--- src/rtl/core/pf_pkg.sv ---
// ----------------------------------------------------------------------------
// pf_pkg
// Types, constants and helper functions shared by the Playfair digraph
// cipher pipeline.
// ----------------------------------------------------------------------------
`default_nettype none

package pf_pkg;

	// Key square geometry and letter coding.
	localparam int SqDim   = 5;
	localparam int SqLast  = SqDim - 1;
	localparam int LetterW = 5;
	localparam int IdxW    = 3;
	localparam int RowW    = SqDim * LetterW;
	localparam int CellN   = SqDim * SqDim;
	localparam int CfgIdxW = 3;

	typedef logic [LetterW-1:0] letter_t;
	typedef logic [IdxW-1:0]    idx_t;
	typedef letter_t [SqDim-1:0] row_t;
	typedef row_t [SqDim-1:0]    square_t;
	typedef logic [CellN-1:0]   hit_t;
	typedef logic [CfgIdxW-1:0] cfg_idx_t;

	// Register indexes of the configuration port. Rows take indexes 0 to 4.
	localparam cfg_idx_t RegDecrypt = cfg_idx_t'(SqDim);

	// Letter codes folded together on lookup.
	localparam letter_t CodeI = letter_t'(8);
	localparam letter_t CodeJ = letter_t'(9);

	// Square after reset: a b c d e / f g h i k / l m n o p / q r s t u / v w x y z.
	localparam square_t SquareReset = {
		25'd27025109, 25'd21613104, 25'd16201099, 25'd10755269, 25'd4294688
	};

	// Position of one letter in the square.
	typedef struct packed {
		idx_t row;
		idx_t col;
	} pos_t;

	// Result of a square search for one letter.
	typedef struct packed {
		logic found;
		pos_t pos;
	} find_t;

	// Positions of both letters of a pair, with the missing-letter flag.
	typedef struct packed {
		pos_t a;
		pos_t b;
		logic missing;
	} pair_loc_t;

	// One step along a row or column with wrap, forward or backward.
	function automatic idx_t step_idx(input idx_t v, input logic back);
		if (back) begin
			return (v == '0) ? idx_t'(SqLast) : v - idx_t'(1);
		end else begin
			return (v == idx_t'(SqLast)) ? '0 : v + idx_t'(1);
		end
	endfunction

endpackage

`default_nettype wire

--- src/rtl/core/pf_locate.sv ---
// ----------------------------------------------------------------------------
// pf_locate
// First two pipeline stages: compare both letters against every square cell,
// then encode the first match of each letter into a row and column.
// ----------------------------------------------------------------------------
`default_nettype none

module pf_locate (
	input  logic              clk,
	input  logic              arst_n,
	input  logic              in_valid,
	output logic              in_ready,
	input  pf_pkg::letter_t   first_letter,
	input  pf_pkg::letter_t   second_letter,
	input  pf_pkg::square_t   square,
	output logic              out_valid,
	input  logic              out_ready,
	output pf_pkg::pair_loc_t loc
);
	import pf_pkg::*;

	letter_t   key_a;
	letter_t   key_b;
	hit_t      hit_a;
	hit_t      hit_b;
	hit_t      hit_a_s1;
	hit_t      hit_b_s1;
	logic      valid_s1;
	logic      valid_s2;
	logic      ready_s2;
	find_t     find_a;
	find_t     find_b;
	pair_loc_t loc_s2;

	// Lowest match in row-major order: lowest column per row, then lowest row.
	function automatic find_t find_first(input hit_t h);
		find_t            f;
		logic [SqDim-1:0] row_any;
		idx_t             row_col [SqDim];
		f = '0;
		for (int r = 0; r < SqDim; r++) begin
			row_any[r] = 1'b0;
			row_col[r] = '0;
			for (int c = SqDim - 1; c >= 0; c--) begin
				if (h[r * SqDim + c]) begin
					row_any[r] = 1'b1;
					row_col[r] = idx_t'(c);
				end
			end
		end
		for (int r = SqDim - 1; r >= 0; r--) begin
			if (row_any[r]) begin
				f.found   = 1'b1;
				f.pos.row = idx_t'(r);
				f.pos.col = row_col[r];
			end
		end
		return f;
	endfunction

	// Stage handshake: a stage takes new data when empty or when it drains.
	assign ready_s2  = !valid_s2 || out_ready;
	assign in_ready  = !valid_s1 || ready_s2;
	assign out_valid = valid_s2;
	assign loc       = loc_s2;

	// Fold j onto i and compare against all cells in parallel.
	always_comb begin
		key_a = (first_letter == CodeJ) ? CodeI : first_letter;
		key_b = (second_letter == CodeJ) ? CodeI : second_letter;
		for (int r = 0; r < SqDim; r++) begin
			for (int c = 0; c < SqDim; c++) begin
				hit_a[r * SqDim + c] = (square[r][c] == key_a);
				hit_b[r * SqDim + c] = (square[r][c] == key_b);
			end
		end
	end

	// Encode the match vectors of stage 1.
	always_comb begin
		find_a = find_first(hit_a_s1);
		find_b = find_first(hit_b_s1);
	end

	// Valid bits of both stages.
	always_ff @(posedge clk or negedge arst_n) begin
		if (!arst_n) begin
			valid_s1 <= 1'b0;
			valid_s2 <= 1'b0;
		end else begin
			if (in_ready) begin
				valid_s1 <= in_valid;
			end
			if (ready_s2) begin
				valid_s2 <= valid_s1;
			end
		end
	end

	// Payload registers of both stages.
	always_ff @(posedge clk) begin
		if (in_ready && in_valid) begin
			hit_a_s1 <= hit_a;
			hit_b_s1 <= hit_b;
		end
		if (ready_s2 && valid_s1) begin
			loc_s2.a       <= find_a.pos;
			loc_s2.b       <= find_b.pos;
			loc_s2.missing <= !find_a.found || !find_b.found;
		end
	end

endmodule

`default_nettype wire

--- src/rtl/core/pf_rule.sv ---
// ----------------------------------------------------------------------------
// pf_rule
// Third pipeline stage: applies the same-row, same-column or rectangle rule
// to the two letter positions and registers the target positions.
// ----------------------------------------------------------------------------
`default_nettype none

module pf_rule (
	input  logic              clk,
	input  logic              arst_n,
	input  logic              in_valid,
	output logic              in_ready,
	input  pf_pkg::pair_loc_t in_loc,
	input  logic              decrypt_mode,
	output logic              out_valid,
	input  logic              out_ready,
	output pf_pkg::pair_loc_t loc
);
	import pf_pkg::*;

	pair_loc_t next_loc;
	pair_loc_t loc_s3;
	logic      valid_s3;

	assign in_ready  = !valid_s3 || out_ready;
	assign out_valid = valid_s3;
	assign loc       = loc_s3;

	// Target positions; a missing letter passes through untouched.
	always_comb begin
		next_loc = in_loc;
		if (!in_loc.missing) begin
			if (in_loc.a.row == in_loc.b.row) begin
				next_loc.a.col = step_idx(in_loc.a.col, decrypt_mode);
				next_loc.b.col = step_idx(in_loc.b.col, decrypt_mode);
			end else if (in_loc.a.col == in_loc.b.col) begin
				next_loc.a.row = step_idx(in_loc.a.row, decrypt_mode);
				next_loc.b.row = step_idx(in_loc.b.row, decrypt_mode);
			end else begin
				next_loc.a.col = in_loc.b.col;
				next_loc.b.col = in_loc.a.col;
			end
		end
	end

	// Stage valid bit.
	always_ff @(posedge clk or negedge arst_n) begin
		if (!arst_n) begin
			valid_s3 <= 1'b0;
		end else if (in_ready) begin
			valid_s3 <= in_valid;
		end
	end

	// Stage payload.
	always_ff @(posedge clk) begin
		if (in_ready && in_valid) begin
			loc_s3 <= next_loc;
		end
	end

endmodule

`default_nettype wire

--- src/rtl/core/pf_lookup.sv ---
// ----------------------------------------------------------------------------
// pf_lookup
// Output stage: reads the two target cells from the square and holds the
// result until the receiver takes it.
// ----------------------------------------------------------------------------
`default_nettype none

module pf_lookup (
	input  logic              clk,
	input  logic              arst_n,
	input  logic              in_valid,
	output logic              in_ready,
	input  pf_pkg::pair_loc_t in_loc,
	input  pf_pkg::square_t   square,
	output logic              out_valid,
	input  logic              out_ready,
	output pf_pkg::letter_t   out_first,
	output pf_pkg::letter_t   out_second,
	output logic              letter_missing
);
	import pf_pkg::*;

	letter_t cell_a;
	letter_t cell_b;
	letter_t first_s4;
	letter_t second_s4;
	logic    missing_s4;
	logic    valid_s4;

	assign in_ready       = !valid_s4 || out_ready;
	assign out_valid      = valid_s4;
	assign out_first      = first_s4;
	assign out_second     = second_s4;
	assign letter_missing = missing_s4;

	// Cell reads; a missing letter forces both outputs to zero.
	always_comb begin
		cell_a = square[in_loc.a.row][in_loc.a.col];
		cell_b = square[in_loc.b.row][in_loc.b.col];
		if (in_loc.missing) begin
			cell_a = '0;
			cell_b = '0;
		end
	end

	// Output valid bit.
	always_ff @(posedge clk or negedge arst_n) begin
		if (!arst_n) begin
			valid_s4 <= 1'b0;
		end else if (in_ready) begin
			valid_s4 <= in_valid;
		end
	end

	// Output payload.
	always_ff @(posedge clk) begin
		if (in_ready && in_valid) begin
			first_s4   <= cell_a;
			second_s4  <= cell_b;
			missing_s4 <= in_loc.missing;
		end
	end

endmodule

`default_nettype wire

--- src/rtl/core/playfair_digraph_cipher.sv ---
// ----------------------------------------------------------------------------
// playfair_digraph_cipher
// Playfair digraph cipher: enciphers or deciphers one letter pair per cycle,
// unless the receiver stalls, against a configurable 5x5 key square.
// ----------------------------------------------------------------------------
// Usage:
// The input channel (in_valid/in_ready) carries one letter pair per transfer,
// codes 0 to 25, with j looked up as i. The output channel
// (out_valid/out_ready) returns one result per input pair, in order.
// The configuration channel (cfg_valid/cfg_ready) writes square rows 0 to 4
// at indexes 0 to 4 and the decrypt mode at index 5; other indexes are
// ignored. cfg_ready is always high. Write it only while no pair is in flight.
// A pair passes in order through the four register stages (cell compare,
// match encode, rule, cell read) before it leaves. Throughput is one pair
// per cycle while the receiver does not stall.
// When the receiver stalls, each stage holds its item, bubbles in front of
// it fill up, and in_ready falls only once every stage is occupied.
// Reset empties the pipeline and loads the square a..z without j and
// encipher mode.
// ----------------------------------------------------------------------------
`default_nettype none

module playfair_digraph_cipher (
	input  logic             clk,
	input  logic             arst_n,
	input  logic             in_valid,
	output logic             in_ready,
	input  pf_pkg::letter_t  first_letter,
	input  pf_pkg::letter_t  second_letter,
	output logic             out_valid,
	input  logic             out_ready,
	output pf_pkg::letter_t  out_first,
	output pf_pkg::letter_t  out_second,
	output logic             letter_missing,
	input  logic             cfg_valid,
	output logic             cfg_ready,
	input  pf_pkg::cfg_idx_t cfg_index,
	input  logic [pf_pkg::RowW-1:0] cfg_data
);
	import pf_pkg::*;

	square_t   square_q;
	logic      decrypt_mode_q;
	logic      loc_valid;
	logic      loc_ready;
	pair_loc_t loc;
	logic      tgt_valid;
	logic      tgt_ready;
	pair_loc_t tgt;

	assign cfg_ready = 1'b1;

	// Configuration registers.
	always_ff @(posedge clk or negedge arst_n) begin
		if (!arst_n) begin
			square_q       <= SquareReset;
			decrypt_mode_q <= 1'b0;
		end else if (cfg_valid && cfg_ready) begin
			if (cfg_index < cfg_idx_t'(SqDim)) begin
				square_q[cfg_index] <= row_t'(cfg_data);
			end else if (cfg_index == RegDecrypt) begin
				decrypt_mode_q <= cfg_data[0];
			end
		end
	end

	// Stages 1 and 2: compare and encode.
	pf_locate u_locate (
		.clk          (clk),
		.arst_n       (arst_n),
		.in_valid     (in_valid),
		.in_ready     (in_ready),
		.first_letter (first_letter),
		.second_letter(second_letter),
		.square       (square_q),
		.out_valid    (loc_valid),
		.out_ready    (loc_ready),
		.loc          (loc)
	);

	// Stage 3: cipher rule.
	pf_rule u_rule (
		.clk         (clk),
		.arst_n      (arst_n),
		.in_valid    (loc_valid),
		.in_ready    (loc_ready),
		.in_loc      (loc),
		.decrypt_mode(decrypt_mode_q),
		.out_valid   (tgt_valid),
		.out_ready   (tgt_ready),
		.loc         (tgt)
	);

	// Stage 4: cell read and output register.
	pf_lookup u_lookup (
		.clk           (clk),
		.arst_n        (arst_n),
		.in_valid      (tgt_valid),
		.in_ready      (tgt_ready),
		.in_loc        (tgt),
		.square        (square_q),
		.out_valid     (out_valid),
		.out_ready     (out_ready),
		.out_first     (out_first),
		.out_second    (out_second),
		.letter_missing(letter_missing)
	);

endmodule

`default_nettype wire

--- config.mk ---
export PLATFORM = sky130hd
export DESIGN_NAME = playfair_digraph_cipher
export DESIGN_NICKNAME = d
export VERILOG_FILES = /design/src/rtl/core/pf_pkg.sv /design/src/rtl/core/pf_locate.sv /design/src/rtl/core/pf_rule.sv /design/src/rtl/core/pf_lookup.sv /design/src/rtl/core/playfair_digraph_cipher.sv
export SDC_FILE = /design/constraint.sdc
export NUM_CORES = 1
export LEC_CHECK = 0
export BUFFER_PORTS_ARGS = -buffer_cell sky130_fd_sc_hd__buf_4
export CAP_MARGIN = 20
export CORE_MARGIN = 8
export CORE_UTILIZATION = 40
export DETAILED_ROUTE_END_ITERATION = 6
export MAX_ROUTING_LAYER = met4
export SLEW_MARGIN = 0
export SYNTH_ARGS = -nofsm -noshare
export SYNTH_HDL_FRONTEND = slang
export SYNTH_SLANG_ARGS = --single-unit
--- constraint.sdc ---
create_clock -name clk -period 2.1 [get_ports clk]
set_input_delay 0.315 -clock clk [delete_from_list [all_inputs] [get_ports clk]]
set_output_delay 0.315 -clock clk [all_outputs]
set_load 0.01 [all_outputs]
==> qor.csv <==
stage;metric;value;unit
critical_path;worst r2r dst;u_lookup.out_first[0];
critical_path;FF-to-FF setup slack;0.07;ns
critical_path;path depth of the worst reg2reg path;7;
global_routing;largest net degree at the start of global routing;51;
timing;final cycle utilization of the critical path;96.9;%
job;Max-Cap Viols;0;
detailed_routing;Starting DRT DRC Count;923;
pwr;net switching power figure;5.53;mW
floorplan;die extent in x;203;µm
logic_synthesis;Post-synth EDFFs;87;
timing;Period minus WS final;2.03;ns
critical_path;WS Path Type;reg2reg;
timing;Final Skew;0.0186;ns
pwr;PD cells;995;nW/µm²
pwr;Comb power frac;31.7;%
floorplan;DIE AREA;41200;µm²
timing;Fmax;0.492;GHz
critical_path;CP max stage cell;edfxtp_1;
logic_synthesis;combinational family with the most area after synthesis;multiplexers;
worst_hold_path;worst hold stages;2;
detailed_routing;WL/cell;25.6;µm
pwr;Pleak;6.03;nW
run_status;outcome;finished clean;
logic_synthesis;top_reg_cell synth;edfxtp_1;
clocking;clk_lat worst skew;0.55;ns
detailed_routing;total number of vias;10289;
critical_path;CP required;2.39;ns
logic_synthesis;Syn Inst Count;1217;
clocking;clock-pin slew on the worst setup and hold paths;0.07;ns
layout;layout cells sized above 1;27.6;%
logic_synthesis;Syn. warnings;0;
logic_synthesis;area share of and/or/nand/nor cells after synthesis;9.94;%
floorplan;Core Region;34500;µm²
placed_design;post-place instance area;15500;µm²
worst_hold_path;hold path start;cfg_data[8];
critical_path;crit-path max FO;16;
logic_synthesis;post-synthesis async set-or-reset flop share;59.9;%
layout;# fillers;3247;
logic_synthesis;Synth Register Bits;217;
placed_design;GP Congestion;0.957;
layout;Multi-input gate area;7650;µm²
logic_synthesis;cell accounting for the most synthesized area;edfxtp_1;
floorplan;row count;68;
critical_path;largest delay contributor family on the critical path;compound AO/OA/AOI/OAI gates;
layout;n_diodes;0;
clocking;Clock Sinks;217;
logic_synthesis;Synth Net Count;1273;
worst_hold_path;HP Class;in2reg;
clocking;CTS tree;built;
floorplan;I/O pin count;57;
clocking;# H-tree levels;1;
placed_design;dpl ws;-0.00698;ns
logic_synthesis;XOR/XNOR Fraction of Synth Area;16.4;%
layout;fin util;47.6;%
timing;final worst slack;0.0656;ns
logic_synthesis;post-synthesis compound-gate area fraction;7.20;%
logic_synthesis;sequential area share after synthesis;42.4;%
critical_path;kind of end point of the critical path;register;
logic_synthesis;Syn Std Cell Area;14000;µm²
logic_synthesis;syn avg cell area;11.5;µm²
clocking;CTS buffer count;26;
timing;Max Transition Viols Final;0;
critical_path;worst-path cell chain;buf_6 -> buf_12 -> mux2_1 -> o22ai_2 -> nor3_1 -> a311o_1 -> a22o_1;
layout;Layout area overhead;17.4;%
global_routing;vias in the first global route;10256;
global_routing;grt ovf;0;
detailed_routing;Remaining DRCs;0;
global_routing;first-pass GRT wire length;68700;µm
layout;Finished Cell Area;16400;µm²
global_routing;Tot GR Track Use;22.8;%
logic_synthesis;Synth area leaders;edfxtp_1, xnor2_1, dfrtp_1;
critical_path;startpoint class of the critical path;register;
critical_path;R2R Path Start;u_rule.loc[10];
timing;final setup violating endpoints;0;
logic_synthesis;Synth top area share;18.7;%
logic_synthesis;Cell variety after synth;66;
timing;final hold violation count;0;
pwr;Seq pwr share;41.0;%
floorplan;Die Span Y;203;µm
logic_synthesis;Adder-Cell Fraction of Synth Area;1.16;%
pwr;Internal Pwr Total;10.8;mW
detailed_routing;Antenna Nets Post-Route;0;
layout;Final #Nets;1380;
timing;Slew headroom;43.1;%
pwr;Total Power;16.3;mW
detailed_routing;TritonRoute pass-1 iters;7;
worst_hold_path;Hold Path Sink;square_q[108];
pwr;Peak VDD IR;0.718;mV
layout;FF+latch area;5930;µm²
pwr;clock network power share;27.3;%
logic_synthesis;mux contribution to synthesized area;19.5;%
global_routing;initial antenna violation count;0;
pwr;sw frac;33.8;%
placed_design;Port Buffers;55;
clocking;maximum clock path buffer count;3;
critical_path;CP peak stage delay;0.46;ns
detailed_routing;drt via density;5.72;
clocking;clk root buf;clkbuf_16;
critical_path;Worst EP arrival;2.33;ns
critical_path;Worst Path Buf+Inv;2;
floorplan;effective utilization at floorplan;40.5;%
detailed_routing;Post-Route WL;46000;µm
placed_design;post-DP HPWL;34900;µm
timing;Least-Margin Pin Slew;0.841;ns
==> worst register-to-register path, delay by kind of cell, from the launching register on <==
family	cells	cell delay [ns]
buffers and inverters	2	0.32
and+or+nand+nor	1	0.07
muxes	1	0.33
AOI/OAI and AO/OA	3	0.60
DFF	1	0.46
==> through the flow <==
step                      hold WS [ns]  instances  setup TNS, ns
after floorplan                 0.0194       1217              0
after global placement           0.272       1744              0
after detailed placement         0.275       1744       -0.00698
after CTS                       0.0157       1797              0
after global routing            0.0254       1799       -0.00406
final                           0.0321       1799              0
==> synth_stat cells (3+ instances only) <==
cell	number
ha_1	13
mux2_1	66
or3_1	3
clkbuf_1	18
buf_6	7
xor2_2	3
inv_1	23
o22ai_1	19
or4b_1	3
mux4_2	32
dfrtp_1	75
edfxtp_1	87
and2_1	4
nor4_1	10
o41ai_1	10
nand2_1	53
o21ai_1	10
buf_2	31
o221ai_1	4
nor2b_1	22
nand2b_1	13
buf_1	10
nor3b_1	3
a211oi_1	19
dfstp_2	55
a31oi_1	6
o21ai_0	25
xnor2_1	252
mux2_2	72
xor2_1	4
nand4_1	51
a21oi_1	32
mux2i_1	46
nor2_1	80
buf_4	3
a22o_1	6
nor3_1	7
==> layer usage <==
metal / global-route usage (%) / up-vias / wire (µm)
met5: - / - / 0
met4: 5.98 / 0 / 1260
met3: 2.98 / 73 / 2740
met2: 35.8 / 385 / 21300
met1: 30.8 / 5202 / 20700
li1: - / 4629 / -
==> sequential cells by signal (all words and copies together), names as in the netlist, 5 cells and up <==
name,count
u_locate.loc,13
u_lookup.out_second,5
u_lookup.out_first,5
square_q,125
u_locate.hit_a_s1,25
u_rule.loc,13
u_locate.hit_b_s1,25
==> power groups by stage <==
stage               combinational (mW)  sequential (mW)  clock, mW
floorplan                         3.50             6.29          0
global placement                  5.01             6.74          0
detailed placement                5.08             6.74          0
CTS                               5.14             6.66       4.56
global route                      5.60             6.78       4.71
finish                            5.18             6.71       4.46
==> final cells by class <==
| cell class | count | share of cell area, % |
|---|---|---|
| clock buffer | 36 | 4.83 |
| tap | 455 | 3.46 |
| multi-input combinational | 904 | 46.5 |
| clock inverter | 12 | 0.388 |
| sequential | 217 | 36.1 |
| inverter | 26 | 0.594 |
| timing repair buffer | 149 | 8.10 |
==> worst max-delay path by stage <==
stage	endpoint	start	slack, ns	cells after the start
floorplan	u_lookup.out_first[3]	u_rule.loc[7]	0.16	5
global placement	u_lookup.out_first[4]	u_rule.loc[10]	0.007	7
detailed placement	u_lookup.out_first[4]	u_rule.loc[10]	-0.007	7
CTS	u_lookup.out_first[1]	u_rule.loc[7]	0.05	7
global route	u_rule.loc[12]	u_locate.loc[8]	-0.004	5
finish	u_lookup.out_first[0]	u_rule.loc[10]	0.07	7
==> cells in the final DEF, fill, tap and decap left out, types with 7 or more instances in the layout <==
master / instances
mux2i_1: 46
o21ai_0: 25
a21oi_1: 32
o41ai_1: 8
mux4_2: 32
nand2_1: 53
nor2_1: 79
nand4_1: 51
mux2_2: 72
buf_12: 16
dfrtp_1: 75
buf_4: 129
edfxtp_1: 87
o21ai_1: 10
dfstp_2: 55
ha_1: 13
nor3_1: 7
clkbuf_16: 30
xnor2_1: 251
nor4_1: 10
inv_1: 23
o22ai_1: 18
a211oi_1: 19
nor2b_1: 22
nand2b_1: 13
mux2_1: 66
==> timing repair <==
action	4_1_cts	5_1_grt
gates resized for setup	0	6
pin swaps	0	1
endpoints found under the setup margin	2	4
hold endpoints to repair	22	0
setup buffers	3	1
hold buffers	2	0
==> cell families after synthesis <==
family                     Yosys count
other                                1
adders and majority gates           13
DFF                                217
buffers and inverters               96
xor gates and xnor gates           259
AOI/OAI and AO/OA                  148
and+or+nand+nor                    267
muxes                              216
No activity file was read; power rests on OpenSTA's default activity.
